<file path="src/design/frd_pkg.sv">
// constants and result layout for the fragment reassembly deframer
// no dependencies; imported by fragment_reassembly_deframer_core
package frd_pkg;

    localparam int unsigned FRAG_PAYLOAD_DEF = 251;
    localparam int unsigned HEADER_BYTES     = 4;

    // header byte positions within a transfer packet
    localparam logic [7:0] POS_SEQUENCE = 8'd0;
    localparam logic [7:0] POS_FLAGS    = 8'd1;
    localparam logic [7:0] POS_SIZE_LOW = 8'd2;
    localparam logic [7:0] POS_ORIGIN   = 8'd3;

    // bytes past this count are ignored
    localparam logic [7:0] MAX_BYTES = 8'd255;

    // flags byte layout
    localparam int unsigned CONT_BIT   = 4;
    localparam logic [7:0]  KIND_MASK  = 8'h0F;

    localparam int unsigned OUT_BITS = 47;
    localparam int unsigned OUT_TDATA_BITS = 48;

    typedef struct packed {
        logic        fragment_rejected;
        logic [3:0]  packet_kind;
        logic [15:0] packet_length;
        logic        packet_complete;
        logic [7:0]  write_data;
        logic [15:0] write_address;
        logic        write_enable;
    } frd_result_t;

endpackage

</file>
<file path="src/design/fragment_reassembly_deframer_core.sv">
// fragment reassembly deframer: header parse, sequence check, buffer write generation
// depends on frd_pkg for header positions, flag layout and the result struct
//
// usage
//   s_* carries the bytes of transfer packets, one byte per beat, header first;
//   s_tlast marks the last byte of each packet. every input beat yields exactly
//   one result beat on m_*: a buffer write (enable, address, data) plus, on the
//   last byte, completion (length, kind) or rejection.
//   an input beat reaches m_* through one input register and one result register,
//   with the header/sequence logic between them.
//   throughput is one byte per cycle; the input register takes a new beat while a
//   result waits, and only both registers full with m_tready low stalls s_tready.
//   when the receiver stalls, the result beat holds on m_tdata and the input
//   register keeps the next byte; no state advances until the result moves on.
//   reset clears the expected sequence, the byte counter, the captured header
//   and both pipeline valids, so the next byte is taken as a header start.
//   continuation writes land at FRAGMENT_PAYLOAD * (sequence - origin) + offset.
module fragment_reassembly_deframer_core
    import frd_pkg::*;
#(
    parameter int unsigned FRAGMENT_PAYLOAD = FRAG_PAYLOAD_DEF
)
(
    input  logic                      clk,
    input  logic                      rst_n,
    input  logic                      s_tvalid,
    output logic                      s_tready,
    input  logic [7:0]                s_tdata,   // [7:0] rx_byte
    input  logic                      s_tlast,   // end_of_fragment
    output logic                      m_tvalid,
    input  logic                      m_tready,
    // [0] write_enable, [16:1] write_address, [24:17] write_data,
    // [25] packet_complete, [41:26] packet_length, [45:42] packet_kind,
    // [46] fragment_rejected, [47] zero
    output logic [OUT_TDATA_BITS-1:0] m_tdata
);

    localparam logic [7:0]  FP8  = FRAGMENT_PAYLOAD[7:0];
    localparam logic [16:0] FP17 = {9'd0, FP8};
    localparam logic [7:0]  HDR8 = HEADER_BYTES[7:0];

    logic        in_valid_reg;
    logic [7:0]  in_byte_reg;
    logic        in_last_reg;
    logic        out_valid_reg;
    frd_result_t out_result_reg;
    frd_result_t result;

    logic [7:0]  expected_seq_reg,  expected_seq_next;
    logic [7:0]  byte_pos_reg,      byte_pos_next;
    logic [7:0]  hdr_seq_reg,       hdr_seq_next;
    logic [7:0]  hdr_flags_reg,     hdr_flags_next;
    logic [7:0]  hdr_size_low_reg,  hdr_size_low_next;
    logic [7:0]  hdr_origin_reg,    hdr_origin_next;
    logic [15:0] cur_length_reg,    cur_length_next;
    logic        frag_ok_reg,       frag_ok_next;

    logic        advance;
    logic        taken;
    logic        cont;
    logic [7:0]  k;
    logic [7:0]  distance;
    logic [16:0] base;
    logic [16:0] got;
    logic [7:0]  total;
    logic [15:0] limit;

    assign advance  = in_valid_reg && (!out_valid_reg || m_tready);
    assign s_tready = !in_valid_reg || advance;
    assign m_tvalid = out_valid_reg;
    assign m_tdata  = {{(OUT_TDATA_BITS - OUT_BITS){1'b0}}, out_result_reg};

    always_comb
    begin
        expected_seq_next = expected_seq_reg;
        byte_pos_next     = byte_pos_reg;
        hdr_seq_next      = hdr_seq_reg;
        hdr_flags_next    = hdr_flags_reg;
        hdr_size_low_next = hdr_size_low_reg;
        hdr_origin_next   = hdr_origin_reg;
        cur_length_next   = cur_length_reg;
        frag_ok_next      = frag_ok_reg;
        result            = '0;

        taken    = byte_pos_reg != MAX_BYTES;
        cont     = hdr_flags_reg[CONT_BIT];
        k        = byte_pos_reg - HDR8;
        distance = hdr_seq_reg - hdr_origin_reg;
        base     = FP17 * {9'd0, distance};
        limit    = (cur_length_reg > {8'd0, FP8}) ? {8'd0, FP8} : cur_length_reg;

        if (advance)
        begin
            if (taken)
            begin
                case (byte_pos_reg)
                    POS_SEQUENCE: hdr_seq_next      = in_byte_reg;
                    POS_FLAGS:    hdr_flags_next    = in_byte_reg;
                    POS_SIZE_LOW: hdr_size_low_next = in_byte_reg;
                    POS_ORIGIN:
                    begin
                        hdr_origin_next = in_byte_reg;
                        frag_ok_next    = !cont || (hdr_seq_reg == expected_seq_reg);
                        if (!cont)
                            cur_length_next = {in_byte_reg, hdr_size_low_reg};
                    end
                    default:
                    begin
                        if (frag_ok_reg)
                        begin
                            if (!cont)
                            begin
                                if ({8'd0, k} < limit)
                                begin
                                    result.write_enable  = 1'b1;
                                    result.write_address = {8'd0, k};
                                    result.write_data    = in_byte_reg;
                                end
                            end
                            else
                            begin
                                result.write_enable  = 1'b1;
                                result.write_address = 16'(base + {9'd0, k});
                                result.write_data    = in_byte_reg;
                            end
                        end
                    end
                endcase
                byte_pos_next = byte_pos_reg + 8'd1;
            end

            if (in_last_reg)
            begin
                // header fields as updated by this byte
                total = taken ? (byte_pos_reg + 8'd1) : MAX_BYTES;
                got   = 17'(FP17 * {9'd0, hdr_seq_next - hdr_origin_next})
                        + {9'd0, total - HDR8};
                if (total < HDR8 || !frag_ok_next)
                begin
                    result.fragment_rejected = 1'b1;
                end
                else
                begin
                    if (hdr_flags_next[CONT_BIT] ? (got == {1'b0, cur_length_next})
                                                 : (cur_length_next <= {8'd0, FP8}))
                    begin
                        result.packet_complete = 1'b1;
                        result.packet_length   = cur_length_next;
                        result.packet_kind     = 4'(hdr_flags_next & KIND_MASK);
                    end
                    expected_seq_next = hdr_seq_next + 8'd1;
                end
                byte_pos_next = '0;
                frag_ok_next  = 1'b0;
            end
            else
            begin
                total = '0;
                got   = '0;
            end
        end
        else
        begin
            total = '0;
            got   = '0;
        end
    end

    always_ff @(posedge clk or negedge rst_n)
    begin
        if (!rst_n)
        begin
            in_valid_reg     <= 1'b0;
            out_valid_reg    <= 1'b0;
            expected_seq_reg <= '0;
            byte_pos_reg     <= '0;
            hdr_seq_reg      <= '0;
            hdr_flags_reg    <= '0;
            hdr_size_low_reg <= '0;
            hdr_origin_reg   <= '0;
            cur_length_reg   <= '0;
            frag_ok_reg      <= 1'b0;
        end
        else
        begin
            if (s_tready)
                in_valid_reg <= s_tvalid;
            if (advance)
                out_valid_reg <= 1'b1;
            else if (m_tready)
                out_valid_reg <= 1'b0;
            expected_seq_reg <= expected_seq_next;
            byte_pos_reg     <= byte_pos_next;
            hdr_seq_reg      <= hdr_seq_next;
            hdr_flags_reg    <= hdr_flags_next;
            hdr_size_low_reg <= hdr_size_low_next;
            hdr_origin_reg   <= hdr_origin_next;
            cur_length_reg   <= cur_length_next;
            frag_ok_reg      <= frag_ok_next;
        end
    end

    // payload registers
    always_ff @(posedge clk)
    begin
        if (s_tready && s_tvalid)
        begin
            in_byte_reg <= s_tdata;
            in_last_reg <= s_tlast;
        end
        if (advance)
            out_result_reg <= result;
    end

`ifndef SYNTHESIS
    a_ready_only_when_full: assert property (@(posedge clk) disable iff (!rst_n)
        !s_tready |-> (in_valid_reg && out_valid_reg && !m_tready))
        else $error("input stalled without a full pipeline");

    a_last_closes_packet: assert property (@(posedge clk) disable iff (!rst_n)
        (advance && in_last_reg) |=> (byte_pos_reg == '0 && !frag_ok_reg))
        else $error("byte counter not cleared after last byte");

    a_complete_xor_reject: assert property (@(posedge clk) disable iff (!rst_n)
        out_valid_reg |-> !(out_result_reg.packet_complete
                            && out_result_reg.fragment_rejected))
        else $error("fragment both completed and rejected");

    a_kind_only_on_complete: assert property (@(posedge clk) disable iff (!rst_n)
        (out_valid_reg && !out_result_reg.packet_complete)
            |-> (out_result_reg.packet_kind == '0 && out_result_reg.packet_length == '0))
        else $error("length or kind set without completion");
`endif

endmodule
</file>
<file path="config.mk">
export PLATFORM = sky130hd
export DESIGN_NAME = fragment_reassembly_deframer_core
export DESIGN_NICKNAME = d
export VERILOG_FILES = /design/src/design/frd_pkg.sv /design/src/design/fragment_reassembly_deframer_core.sv
export SDC_FILE = /design/constraint.sdc
export NUM_CORES = 1
export LEC_CHECK = 0
export ABC_CLOCK_PERIOD_IN_PS = 7700
export BUFFER_PORTS_ARGS = -buffer_cell sky130_fd_sc_hd__buf_2
export CAP_MARGIN = 10
export CORE_MARGIN = 2
export CORE_UTILIZATION = 57
export CTS_CLUSTER_DIAMETER = 120
export DETAILED_ROUTE_END_ITERATION = 16
export PLACE_DENSITY = 0.84
export SYNTH_ARGS = -nofsm -noshare
export SYNTH_HDL_FRONTEND = slang
export SYNTH_SLANG_ARGS = --single-unit
export TNS_END_PERCENT = 5
</file>
<file path="constraint.sdc">
create_clock -name clk -period 7.7 [get_ports clk]
set_input_delay 2.31 -clock clk [delete_from_list [all_inputs] [get_ports clk]]
set_output_delay 2.31 -clock clk [all_outputs]
set_load 0.01 [all_outputs]
</file>
==> impl_metrics.env <==
export IMPL_synthTopCellsByCount="inv_1, ha_1, fa_1"
export IMPL_yosysMostFrequentCell="inv_1"
export IMPL_yosysTopAreaCell="edfxtp_1"
export IMPL_maxClockFrequency_mhz=133
export IMPL_critical_path_class="flip-flop to flip-flop"
export IMPL_track_usage_pct=25.4
export IMPL_path_clk_slew_ns=0.06
export IMPL_ys_top_cells_by_area="edfxtp_1, dfrtp_1, ha_1, fa_1, inv_1"
export IMPL_maxSlewViolCount=0
export IMPL_grt_pass1_vias=7670
export IMPL_yosysWarnings=0
export IMPL_setup_worst_path_start="byte_pos_reg[6]$_DFFE_PN0P_"
export IMPL_syn_area_um2=10300
export IMPL_required_ns=7.97
export IMPL_rows=49
export IMPL_grt_overflow_total=0
export IMPL_routed_wl_um=24700
export IMPL_rrSetupSlack_ns=0.19
export IMPL_grt_pass1_wl_um=38800
export IMPL_end_kind="flip-flop"
export IMPL_ys_flop_type="dfrtp_1"
export IMPL_ys_types=64
export IMPL_diodes=0
export IMPL_synth_cells=996
export IMPL_reg2reg_depth=30
export IMPL_hold_depth=1
export IMPL_clock_latency_ns=0.43
export IMPL_maxCapViolations=0
export IMPL_multiInputGateArea_um2=6540
export IMPL_synth_top_area_share_pct=16.4
export IMPL_period_share_pct=97.5
export IMPL_hold_start="in_valid_reg$_DFFE_PN0N_"
export IMPL_drt_first_pass_iters=5
export IMPL_hold_viol=0
export IMPL_setup_ws_ns=0.191
export IMPL_area_delta_synth_final_pct=14.9
export IMPL_cts_root_buffer="clkbuf_16"
export IMPL_largest_reg_flops=47
export IMPL_status="completed"
export IMPL_cp_max_fo=13
export IMPL_coreArea_um2=17800
export IMPL_r2r_end="m_tdata[43]$_SDFFCE_PP0P_"
export IMPL_r2r_start="byte_pos_reg[6]$_DFFE_PN0P_"
export IMPL_placed_cell_area_um2=10900
export IMPL_dp_hpwl_um=17300
export IMPL_min_period_ns=7.51
export IMPL_grt_max_degree=65
export IMPL_antenna_found_initial=0
export IMPL_tritoncts="done"
export IMPL_io_pins=63
export IMPL_clock_skew_ns=0.00921
export IMPL_yosysSeqAreaShare_pct=32.0
export IMPL_slew_headroom_pct=25.5
export IMPL_dieArea_um2=19100
export IMPL_ys_ff_latch=120
export IMPL_clockBufferDepth=2
export IMPL_critPathSlowestCell="or4_4"
export IMPL_synth_edf_count=56
export IMPL_tightest_slew_ns=1.11
export IMPL_hold_end="m_tvalid$_DFFE_PN0P_"
export IMPL_fin_nets=1266
export IMPL_seq_area_um2=3280
export IMPL_dp_cells=1272
export IMPL_hp_class="flip-flop to flip-flop"
export IMPL_synth_avg_cell_area_um2=10.3
export IMPL_fill_cells=1217
export IMPL_cp_common_cell="buf_4"
export IMPL_setup_viol=0
export IMPL_postSynth_asyncResetShare_pct=53.3
export IMPL_wl_per_cell_um=18.8
export IMPL_finalNonFillerCells=1314
export IMPL_vias=7716
export IMPL_die_h_um=138
export IMPL_routabilityCongestion=0.939
export IMPL_final_layout_size_suffix_gt1_share_pct=19.8
export IMPL_start_util_pct=57.6
export IMPL_cts_made_buffers=17
export IMPL_portBuffers=61
export IMPL_synth_fp_nets=1190
export IMPL_pre_cts_slack_ns=-0.0375
export IMPL_die_x_um=138
export IMPL_ant_nets=0
export IMPL_fin_area_um2=11800
export IMPL_crit_arrival_ns=7.78
export IMPL_slowest_delay_ns=0.61
export IMPL_htreeDepth=4
export IMPL_drcViolationCount=0
export IMPL_startpoint_type="flip-flop"
export IMPL_cts_sinks=120
export IMPL_viasPerCell=5.87
export IMPL_first_iter_violations=538
-- per-layer routing --
metal / up-vias / track usage (%) / routed length [um]
li1: 3547 / - / -
met1: 3761 / 33.3 / 10200
met2: 331 / 41.8 / 11900
met3: 77 / 5.61 / 1790
met4: 0 / 9.29 / 803
met5: - / 0 / 0
-- logic make-up (layout without fill, tap and decap cells) --
family / Yosys count / count (layout) / share of synthesized area (%)
buffers and inverters: 185 / 271 / 7.13
adder cells (fa/ha/maj): 182 / 182 / 27.1
flip-flops: 120 / 120 / 32.0
multiplexers: 74 / 74 / 7.93
XOR/XNOR: 75 / 75 / 6.40
other: 1 / 1 / 0.0365
AO/OA/AOI/OAI: 171 / 171 / 10.3
AND/OR/NAND/NOR: 188 / 191 / 9.17
-- worst max-delay path: cells and delay by family, from the launching register on --
kind / cells / cell delay [ns]
xor+xnor: 1 / 0.26
fa+ha+maj: 8 / 2.89
simple gates: 9 / 1.80
flops: 1 / 0.38
compound gates: 5 / 0.75
mux: 1 / 0.38
buf+inv: 6 / 0.90
-- worst max path at each step --
stage	end	cells past startpoint
CTS	m_tdata[43]$_SDFFCE_PP0P_	28
detailed placement	m_tdata[43]$_SDFFCE_PP0P_	26
global route	m_tdata[43]$_SDFFCE_PP0P_	31
finish	m_tdata[43]$_SDFFCE_PP0P_	30
global placement	m_tdata[28]$_SDFFCE_PP0P_	30
floorplan	m_tdata[30]$_SDFFCE_PP0P_	28
-- cell type report --
| class | count | share of cell area [%] |
|---|---|---|
| repair buffers | 91 | 4.50 |
| well taps | 229 | 2.43 |
| inverters | 148 | 4.71 |
| multi-input cells | 694 | 55.4 |
| flip-flops and latches | 120 | 27.8 |
| clock inverters | 14 | 1.47 |
| clock buffers | 18 | 3.64 |
-- per-stage QoR --
step | setup TNS [ns] | hold slack (ns) | util (%)
after floorplan | 0 | 0.457 | -
after global placement | 0 | 0.471 | 60.9
after detailed placement | -0.0375 | 0.492 | 60.9
after CTS | 0 | 0.496 | 64.5
after global routing | -0.0688 | 0.513 | 66.1
final | 0 | 0.497 | 66.1
-- placed cells by master (no fill, tap or decap), drive strengths merged, types with 34 or more instances in the layout --
cell type and instances:
inv 150, ha 113, buf 91, fa 68
dfrtp 64, a21oi 59, xnor2 57, edfxtp 56
nor2 51, nand2 46, o21ai 43, mux2 39
mux2i 34
-- timing repair --
action                                  4_1_cts  5_1_grt
hold buffers                                  0        0
endpoints found under the setup margin       21       21
buffers inserted                              0        7
gates resized for setup                       8       43
pin swaps                                     1       11
gates cloned                                  0        3
Power is not shown: default switching activity piles up to over one toggle a cycle in this logic, so the estimate is an artifact.
